[config.mk]
export PLATFORM = sky130hd
export DESIGN_NAME = thermal_fan_controller
export DESIGN_NICKNAME = d
export VERILOG_FILES = /design/src/rtl/tfc_pkg.sv /design/src/rtl/tfc_cfg_regs.sv /design/src/rtl/tfc_step.sv /design/src/rtl/thermal_fan_controller.sv
export VERILOG_INCLUDE_DIRS = /design/src /design/src/rtl
export SDC_FILE = /design/constraint.sdc
export NUM_CORES = 1
export LEC_CHECK = 0
export ABC_AREA = 0
export BUFFER_PORTS_ARGS = -buffer_cell sky130_fd_sc_hd__buf_2
export CAP_MARGIN = 20
export CORE_MARGIN = 1
export CORE_UTILIZATION = 59
export DETAILED_ROUTE_END_ITERATION = 12
export PLACE_DENSITY = 0.83
export SLEW_MARGIN = 40
export SYNTH_ARGS = -nofsm -noshare
export SYNTH_HDL_FRONTEND = slang
export SYNTH_HIERARCHICAL = 1
export SYNTH_SLANG_ARGS = --single-unit
[constraint.sdc]
create_clock -name clk_i -period 3.6 [get_ports clk_i]
set_input_delay 0.54 -clock clk_i [delete_from_list [all_inputs] [get_ports clk_i]]
set_output_delay 0.54 -clock clk_i [all_outputs]
set_load 0.01 [all_outputs]
[src/rtl/thermal_fan_controller_defines.svh]
// Assertion macros for the thermal fan controller.
// Included by files that check their own logic; depends on nothing else.
`ifndef THERMAL_FAN_CONTROLLER_DEFINES_SVH
`define THERMAL_FAN_CONTROLLER_DEFINES_SVH

`ifndef NO_ASSERTIONS
// Check a property on every clock edge outside reset.
`define TFC_ASSERT(label, prop) \
  label: assert property (@(posedge clk_i) disable iff (!rst_ni) (prop)) \
    else $error("tfc assertion failed");
// Check that a condition leads to another one in the next cycle.
`define TFC_ASSERT_NEXT(label, ante, cons) \
  label: assert property (@(posedge clk_i) disable iff (!rst_ni) (ante) |=> (cons)) \
    else $error("tfc assertion failed");
`else
`define TFC_ASSERT(label, prop)
`define TFC_ASSERT_NEXT(label, ante, cons)
`endif

`endif

[src/rtl/tfc_pkg.sv]
// Shared types and constants of the thermal fan controller.
// No dependencies; imported by every module of the block.
package tfc_pkg;

  localparam int unsigned DutyW      = 7;
  localparam int unsigned TempW      = 8;
  localparam int unsigned TimerW     = 8;
  localparam int unsigned ModeW      = 2;
  localparam int unsigned CfgIdxW    = 3;
  localparam int unsigned CfgDataW   = 8;
  localparam int unsigned NumPresets = 4;

  localparam logic [DutyW-1:0] DUTY_MAX  = 7'd100;
  localparam logic [DutyW-1:0] DUTY_STEP = 7'd5;
  // Duty is the excess shifted left by this amount (gain of four).
  localparam int unsigned      TEMP_GAIN_SHIFT = 2;
  // Excess at and above which the gained duty reaches its ceiling.
  localparam logic [DutyW-1:0] EXCESS_SAT = 7'(100 / 4);
  localparam logic [ModeW-1:0] TIMER_MODE_TOP = 2'd3;
  localparam logic [ModeW-1:0] TIMER_MODE_OFF = 2'd0;

  typedef enum logic [2:0] {
    REQ_TICK        = 3'd0,
    REQ_TOGGLE      = 3'd1,
    REQ_DUTY_UP     = 3'd2,
    REQ_DUTY_DOWN   = 3'd3,
    REQ_TIMER_PLUS  = 3'd4,
    REQ_TIMER_MINUS = 3'd5
  } req_e;

  typedef enum logic [1:0] {
    BEEP_NONE  = 2'd0,
    BEEP_LIMIT = 2'd1,
    BEEP_GOOD  = 2'd2,
    BEEP_BAD   = 2'd3
  } beep_e;

  typedef enum logic [CfgIdxW-1:0] {
    CFG_AUTO_MODE = 3'd0,
    CFG_SET_TEMP  = 3'd1,
    CFG_PRESET_0  = 3'd2,
    CFG_PRESET_1  = 3'd3,
    CFG_PRESET_2  = 3'd4,
    CFG_PRESET_3  = 3'd5
  } cfg_idx_e;

  typedef struct packed {
    logic                              auto_mode;
    logic [6:0]                        setpoint;
    logic [NumPresets-1:0][TimerW-1:0] preset;
  } tfc_cfg_t;

  typedef struct packed {
    logic [DutyW-1:0]  duty;
    logic              fan_on;
    logic [ModeW-1:0]  timer_mode;
    logic [TimerW-1:0] timer_rem;
  } tfc_state_t;

  typedef struct packed {
    logic  pwm_update;
    beep_e beep;
  } tfc_flags_t;

endpackage

[src/rtl/tfc_cfg_regs.sv]
// Configuration registers of the thermal fan controller.
// Depends on tfc_pkg.
module tfc_cfg_regs
  import tfc_pkg::*;
(
  input  logic                clk_i,
  input  logic                rst_ni,
  input  logic                we_i,
  input  logic [CfgIdxW-1:0]  idx_i,
  input  logic [CfgDataW-1:0] data_i,
  output tfc_cfg_t            cfg_o
);

  tfc_cfg_t cfg_q, cfg_d;

  always_comb begin
    cfg_d = cfg_q;
    if (we_i) begin
      unique case (cfg_idx_e'(idx_i))
        CFG_AUTO_MODE: cfg_d.auto_mode = data_i[0];
        CFG_SET_TEMP:  cfg_d.setpoint  = data_i[6:0];
        CFG_PRESET_0:  cfg_d.preset[0] = data_i;
        CFG_PRESET_1:  cfg_d.preset[1] = data_i;
        CFG_PRESET_2:  cfg_d.preset[2] = data_i;
        CFG_PRESET_3:  cfg_d.preset[3] = data_i;
        default:       cfg_d = cfg_q;   // drop writes past the register list
      endcase
    end
  end

  always_ff @(posedge clk_i or negedge rst_ni) begin
    if (!rst_ni) begin
      cfg_q.auto_mode <= 1'b0;
      cfg_q.setpoint  <= 7'd75;
      cfg_q.preset[0] <= 8'd0;
      cfg_q.preset[1] <= 8'd30;
      cfg_q.preset[2] <= 8'd60;
      cfg_q.preset[3] <= 8'd120;
    end else begin
      cfg_q <= cfg_d;
    end
  end

  assign cfg_o = cfg_q;

endmodule

[src/rtl/tfc_step.sv]
// Next-state logic of the thermal fan controller for one request.
// Purely combinational; depends on tfc_pkg.
module tfc_step
  import tfc_pkg::*;
(
  input  tfc_cfg_t          cfg_i,
  input  tfc_state_t        state_i,
  input  logic [2:0]        req_i,
  input  logic [TempW-1:0]  temp_i,
  output tfc_state_t        state_o,
  output tfc_flags_t        flags_o
);

  logic signed [TempW:0] excess;
  logic [DutyW-1:0]      auto_duty;
  logic [DutyW-1:0]      duty_up;
  logic [TimerW-1:0]     rem_dec;
  logic [ModeW-1:0]      mode_inc;
  logic [ModeW-1:0]      mode_dec;

  // Excess over the set point, one bit wider so the sign survives.
  assign excess = $signed({temp_i[TempW-1], temp_i}) - $signed({2'b00, cfg_i.setpoint});

  always_comb begin
    if (excess[TempW]) begin
      auto_duty = '0;
    end else if (excess[DutyW-1:0] >= EXCESS_SAT) begin
      auto_duty = DUTY_MAX;
    end else begin
      auto_duty = {excess[DutyW-1-TEMP_GAIN_SHIFT:0], {TEMP_GAIN_SHIFT{1'b0}}};
    end
  end

  assign duty_up  = (state_i.duty + DUTY_STEP > DUTY_MAX) ? DUTY_MAX
                                                         : state_i.duty + DUTY_STEP;
  assign rem_dec  = (state_i.timer_rem != '0) ? state_i.timer_rem - 1'b1 : '0;
  assign mode_inc = state_i.timer_mode + 1'b1;
  assign mode_dec = state_i.timer_mode - 1'b1;

  always_comb begin
    state_o            = state_i;
    flags_o.pwm_update = 1'b0;
    flags_o.beep       = BEEP_NONE;
    unique case (req_e'(req_i))
      REQ_TICK: begin
        if (cfg_i.auto_mode) begin
          state_o.duty       = auto_duty;
          flags_o.pwm_update = 1'b1;
        end
        if (state_i.timer_mode != TIMER_MODE_OFF) begin
          state_o.timer_rem = rem_dec;
          if (rem_dec == '0) begin
            state_o.timer_mode = TIMER_MODE_OFF;
            state_o.fan_on     = 1'b0;
          end
        end
      end
      REQ_TOGGLE: begin
        state_o.fan_on     = !state_i.fan_on;
        flags_o.pwm_update = !state_i.fan_on;
      end
      REQ_DUTY_UP: begin
        if (!cfg_i.auto_mode) begin
          if (state_i.duty >= DUTY_MAX) begin
            state_o.duty = DUTY_MAX;
            flags_o.beep = BEEP_LIMIT;
          end else begin
            state_o.duty = duty_up;
          end
          flags_o.pwm_update = 1'b1;
        end
      end
      REQ_DUTY_DOWN: begin
        if (state_i.duty == '0) begin
          flags_o.beep = BEEP_LIMIT;
        end else begin
          state_o.duty = (state_i.duty >= DUTY_STEP) ? state_i.duty - DUTY_STEP : '0;
        end
        flags_o.pwm_update = 1'b1;
      end
      REQ_TIMER_PLUS: begin
        if (state_i.timer_mode < TIMER_MODE_TOP) begin
          state_o.timer_mode = mode_inc;
          state_o.timer_rem  = cfg_i.preset[mode_inc];
          flags_o.beep       = BEEP_GOOD;
        end else begin
          flags_o.beep = BEEP_BAD;
        end
      end
      REQ_TIMER_MINUS: begin
        if (state_i.timer_mode == TIMER_MODE_OFF) begin
          flags_o.beep = BEEP_BAD;
        end else begin
          state_o.timer_mode = mode_dec;
          state_o.timer_rem  = cfg_i.preset[mode_dec];
          flags_o.beep       = BEEP_GOOD;
        end
      end
      default: ;  // unused request codes leave everything as is
    endcase
  end

endmodule

[src/rtl/thermal_fan_controller.sv]
// Thermal fan controller top level: request register, step logic, result register.
// Depends on tfc_pkg, tfc_cfg_regs, tfc_step and thermal_fan_controller_defines.svh.
//
// Usage:
//   Requests enter on the s_axis channel: s_axis_tuser carries the request type
//   (tick, toggle, duty up/down, timer plus/minus), s_axis_tdata the signed
//   temperature that a tick uses. Every request yields exactly one result on
//   the m_axis channel: duty, fan enable, PWM load flag, beep code, timer mode
//   and remaining countdown after that request.
//   A taken request is held in the request register and moves to the result
//   register once that slot is free. Throughput is one request per cycle while
//   the receiver keeps up; the step logic between the two registers is combinational.
//   When the receiver stalls, the result register holds, the request register
//   fills, and only then does s_axis_tready drop; a new request is taken in
//   the same cycle the pending one moves forward.
//   Reset clears duty, fan, timer mode and countdown and loads the default
//   configuration (manual mode, set point 75, presets 0/30/60/120).
//   Configuration writes on cfg_we_i take effect at the next clock edge and
//   are meant to arrive while no request is in flight.

`include "thermal_fan_controller_defines.svh"

module thermal_fan_controller
  import tfc_pkg::*;
(
  input  logic                clk_i,
  input  logic                rst_ni,
  input  logic                cfg_we_i,
  input  logic [CfgIdxW-1:0]  cfg_idx_i,
  input  logic [CfgDataW-1:0] cfg_data_i,
  input  logic                s_axis_tvalid,
  output logic                s_axis_tready,
  input  logic [7:0]          s_axis_tdata,   // [7:0] temperature
  input  logic [2:0]          s_axis_tuser,   // [2:0] req_type
  output logic                m_axis_tvalid,
  input  logic                m_axis_tready,
  // [6:0] duty_out, [7] fan_enabled, [8] pwm_update, [10:9] beep_code,
  // [12:11] timer_mode_out, [20:13] timer_left, [23:21] zero
  output logic [23:0]         m_axis_tdata
);

  tfc_cfg_t   cfg;
  tfc_state_t state_q, state_d;
  tfc_flags_t flags_q, flags_d;

  logic             in_vld_q;
  logic [2:0]       in_req_q;
  logic [TempW-1:0] in_temp_q;
  logic             out_vld_q;
  logic             advance;
  logic             in_take;

  tfc_cfg_regs u_cfg (
    .clk_i  (clk_i),
    .rst_ni (rst_ni),
    .we_i   (cfg_we_i),
    .idx_i  (cfg_idx_i),
    .data_i (cfg_data_i),
    .cfg_o  (cfg)
  );

  // Move the held request into the result slot when that slot is free or
  // being drained this cycle.
  assign advance       = in_vld_q && (!out_vld_q || m_axis_tready);
  assign s_axis_tready = !in_vld_q || advance;
  assign in_take       = s_axis_tvalid && s_axis_tready;

  always_ff @(posedge clk_i or negedge rst_ni) begin
    if (!rst_ni) begin
      in_vld_q <= 1'b0;
    end else if (in_take) begin
      in_vld_q <= 1'b1;
    end else if (advance) begin
      in_vld_q <= 1'b0;
    end
  end

  // Request payload: no reset needed.
  always_ff @(posedge clk_i) begin
    if (in_take) begin
      in_req_q  <= s_axis_tuser;
      in_temp_q <= s_axis_tdata;
    end
  end

  tfc_step u_step (
    .cfg_i   (cfg),
    .state_i (state_q),
    .req_i   (in_req_q),
    .temp_i  (in_temp_q),
    .state_o (state_d),
    .flags_o (flags_d)
  );

  // The controller state only moves when a result is loaded, so the state
  // registers double as the payload of the result register.
  always_ff @(posedge clk_i or negedge rst_ni) begin
    if (!rst_ni) begin
      state_q   <= '0;
      out_vld_q <= 1'b0;
    end else begin
      if (advance) begin
        state_q <= state_d;
      end
      if (advance) begin
        out_vld_q <= 1'b1;
      end else if (m_axis_tready) begin
        out_vld_q <= 1'b0;
      end
    end
  end

  always_ff @(posedge clk_i) begin
    if (advance) begin
      flags_q <= flags_d;
    end
  end

  assign m_axis_tvalid = out_vld_q;
  assign m_axis_tdata  = {3'b000, state_q.timer_rem, state_q.timer_mode, flags_q.beep,
                          flags_q.pwm_update, state_q.fan_on, state_q.duty};

  // Duty never leaves its percent range.
  `TFC_ASSERT(a_duty_range, state_q.duty <= DUTY_MAX)
  // A held request with a free result slot is delivered in the next cycle.
  `TFC_ASSERT_NEXT(a_advance_fills, in_vld_q && !out_vld_q, out_vld_q)
  // An empty request register always takes a new request.
  `TFC_ASSERT(a_ready_when_empty, !in_vld_q |-> s_axis_tready)
  // Timer refusals never ask the PWM generator to reload.
  `TFC_ASSERT(a_bad_no_pwm, out_vld_q && (flags_q.beep == BEEP_BAD) |-> !flags_q.pwm_update)

endmodule

==> metrics.txt <==
status completed; unrepaired setup endpoints after global routing false; DRT iter0 DRCs 202; Placed Instances 580; area share of and/or/nand/nor cells after synthesis 14.08%; H-tree Lvls 3; CP Capture Type flop; total negative setup slack 0 ns; I/O Pins 53; area grow syn2layout 10.79%; WL final 10660 microns; TritonCTS clock tree built; DR WL/cell 17.88 microns; global-route wire length before repair 17800 microns; Layout Utilization 67.82%; GPL Wtd Cong 0.9073; crit-path max FO 5; core area 7767 sq um; asr flop ratio synth 81.08%; Syn Inst Count 445; clk_skew 0.007458 ns; CTS sink cnt 74; hold_buf cts 0; layout cells sized above 1 30.57%; Root Buffer clkbuf_8; Worst slew margin 54.07%; Die X 91.77 microns; post-CTS setup buffer count 0; post_cts resized 0; Post-synth EDFFs 14; via/cell ratio 6.252; worst hold path class input port to asynchronous set/reset pin; HPWL after DPL 7312 microns; sequential area share after synthesis 40.84%; Clk Latency, worst-skew pair 0.35 ns; Layout Nets 537; row count 32; Die ar. 8422 sq um; mux share of post-synthesis cell area 18.92%; Die H 91.77 microns; Cell Count, Final, Fillers Out 596; fin crit period 2.774 ns; XOR/XNOR share of the synthesized area 1.105%; starting density of the core 61.21%; Synth Area in Adders 5.684%; WHS 0.1826 ns; Post-synth top flop dfrtp_1; n_diodes 0; power per cell area 623.1 nW/um^2; Max clock buf depth 2; pre-CTS WS 0.9084 ns; fmax 0.3604 GHz; Critical Path RT 3.84 ns; largest net degree at the start of global routing 46; via count of the first global-routing pass 3631; GRT Total Usage 26.98%; largest family of logic cells by synthesized area multiplexers; Worst IR Drop VDD 514.7 uV; Vias 3726; Syn Std Cell Area 4755 sq um; gr ovfl total 0; Pleak 2.320 nW; WP data arrival 3.01 ns; CP Cell Sequence ha_1 -> fa_1 -> nor2b_1 -> o2111ai_1 -> a21boi_0 -> o2111a_1 -> a21oi_1 -> o32a_1 -> mux2_2; nature of the critical path startpoint flop; final hold vios 0; worst slew pin tran 0.6890 ns; synth unique cells 70; Clock transition at path regs 0.08 ns; Synth Area in Compound Gates 14.74%; syn_area_per_cell 10.68 sq um; slowest cell delay on critical path 0.41 ns; internal reg-to-reg setup slack 0.83 ns; post-route setup slack 0.8255 ns; slowest CP cell fa_1; worst r2r src u_cfg/cfg_o[32]; post-route ant nets 0; # Max-Cap Violations 0; synthesized flop and latch total 74; CTS Buf Count 9; crit path kind flop to flop; first-pass iteration count of the detailed router 5; Pins Over Slew Limit 0; initial antenna violation count 0; Setup violations, final 0; YS warnings 6; FF-to-FF path depth 9; DRC viols 0; IO buf count 49; Final period util 77.07%; reg-to-reg endpoint m_axis_tdata[6]
==> how the worst max path moves through the flow <==
stage                     slack [ns]               end  cells past startpoint        startpoint
after floorplan                 0.84  m_axis_tdata[19]                     10  m_axis_tdata[11]
after global placement          1.01   m_axis_tdata[6]                      9   u_cfg/cfg_o[32]
after detailed placement        0.91   m_axis_tdata[6]                      9   u_cfg/cfg_o[32]
after CTS                       0.84   m_axis_tdata[6]                      9   u_cfg/cfg_o[32]
after global routing            0.66   m_axis_tdata[6]                      9   u_cfg/cfg_o[32]
final                           0.83   m_axis_tdata[6]                      9   u_cfg/cfg_o[32]
==> layout by cell type (no fill, tap or decap), types with 4 or more instances in the layout <==
cell / netlist / layout
a22oi_1: 4 / 4
dfrtp_1: 44 / 44
nand2b_1: 5 / 5
nor2b_1: 9 / 9
ha_1: 20 / 20
nor2_1: 33 / 33
o22ai_1: 11 / 11
buf_2: 1 / 48
mux2_4: 17 / 17
nor3b_1: 6 / 6
o211ai_1: 4 / 4
nand3_1: 6 / 6
edfxtp_1: 14 / 14
clkbuf_8: 0 / 10
nand2_1: 16 / 16
mux2_2: 43 / 43
dfstp_2: 16 / 16
a31oi_1: 7 / 7
nand3b_1: 4 / 4
inv_1: 23 / 23
o21ai_0: 20 / 20
mux2i_1: 16 / 16
nor3_1: 12 / 12
a21oi_1: 23 / 23
==> stage by stage <==
step,area (sq um),total power [mW]
after floorplan,4762,2.165
after global placement,5020,2.437
after detailed placement,5022,2.474
after CTS,5268,3.270
after global routing,5268,3.477
final,5268,3.282
==> state kept, by name (all words and copies together) (netlist names) <==
register       flops
u_cfg/cfg_o       40
in_req_q           3
m_axis_tvalid      1
in_vld_q           1
in_temp_q          8
m_axis_tdata      21
==> area by class of cell <==
class | count | area, sq um
Inverter | 23 | 86.33
Clock buffer | 11 | 162.7
Sequential cell | 74 | 1942
Multi-Input combinational cell | 330 | 2604
Timing Repair Buffer | 51 | 262.8
Fill cell | 612 | 2500
Tap cell | 102 | 127.6
Clock inverter | 5 | 82.58
==> metal layers <==
layer  vias to the layer above  track usage [%]  part of all wire (%)
li1                       1742                -                     -
met1                      1801            36.13                    46
met2                       160            43.17                    46
met3                        23            5.307                   6.1
met4                         0            10.81                   2.0
met5                         -                0                     0
==> cells by family (layout without fill, tap and decap cells) <==
logic type,count (synthesis),after routing
xor gates and xnor gates,6,6
muxes,76,76
and+or+nand+nor,118,118
AOI/OAI and AO/OA,106,106
DFF,74,74
other,1,3
buffers and inverters,43,90
adders and majority gates,21,21
==> cells in the mapped netlist, types with 4 or more instances <==
cell type | number | area share (%)
dfrtp_1 | 44 | 23
mux2_2 | 43 | 10
nor2_1 | 33 | 2.6
a21oi_1 | 23 | 2.4
inv_1 | 23 | 1.8
ha_1 | 20 | 5.3
o21ai_0 | 20 | 2.1
mux2_4 | 17 | 5.4
dfstp_2 | 16 | 8.8
mux2i_1 | 16 | 3.4
nand2_1 | 16 | 1.3
edfxtp_1 | 14 | 8.8
nor3_1 | 12 | 1.3
o22ai_1 | 11 | 1.4
nor2b_1 | 9 | 1.2
clkbuf_1 | 8 | 0.63
a31oi_1 | 7 | 0.92
nand3_1 | 6 | 0.63
nor3b_1 | 6 | 0.95
nand2b_1 | 5 | 0.66
a22oi_1 | 4 | 0.63
buf_4 | 4 | 0.63
nand3b_1 | 4 | 0.63
o211ai_1 | 4 | 0.63
==> power breakdown <==
group | switching (mW) | internal, mW | total, mW
clock network | 0.331 | 0.454 | 0.785
logic | 0.601 | 0.560 | 1.16
registers | 0.270 | 1.07 | 1.34
total | 1.20 | 2.08 | 3.28
==> worst max-delay path, delay by kind of cell (launching register included) <==
kind	cells	cell delay, ns
muxes	1	0.25
AOI/OAI and AO/OA	5	1.21
DFF	1	0.38
and+or+nand+nor	1	0.19
adders and majority gates	2	0.63
Power figures use the tool's default switching activity.
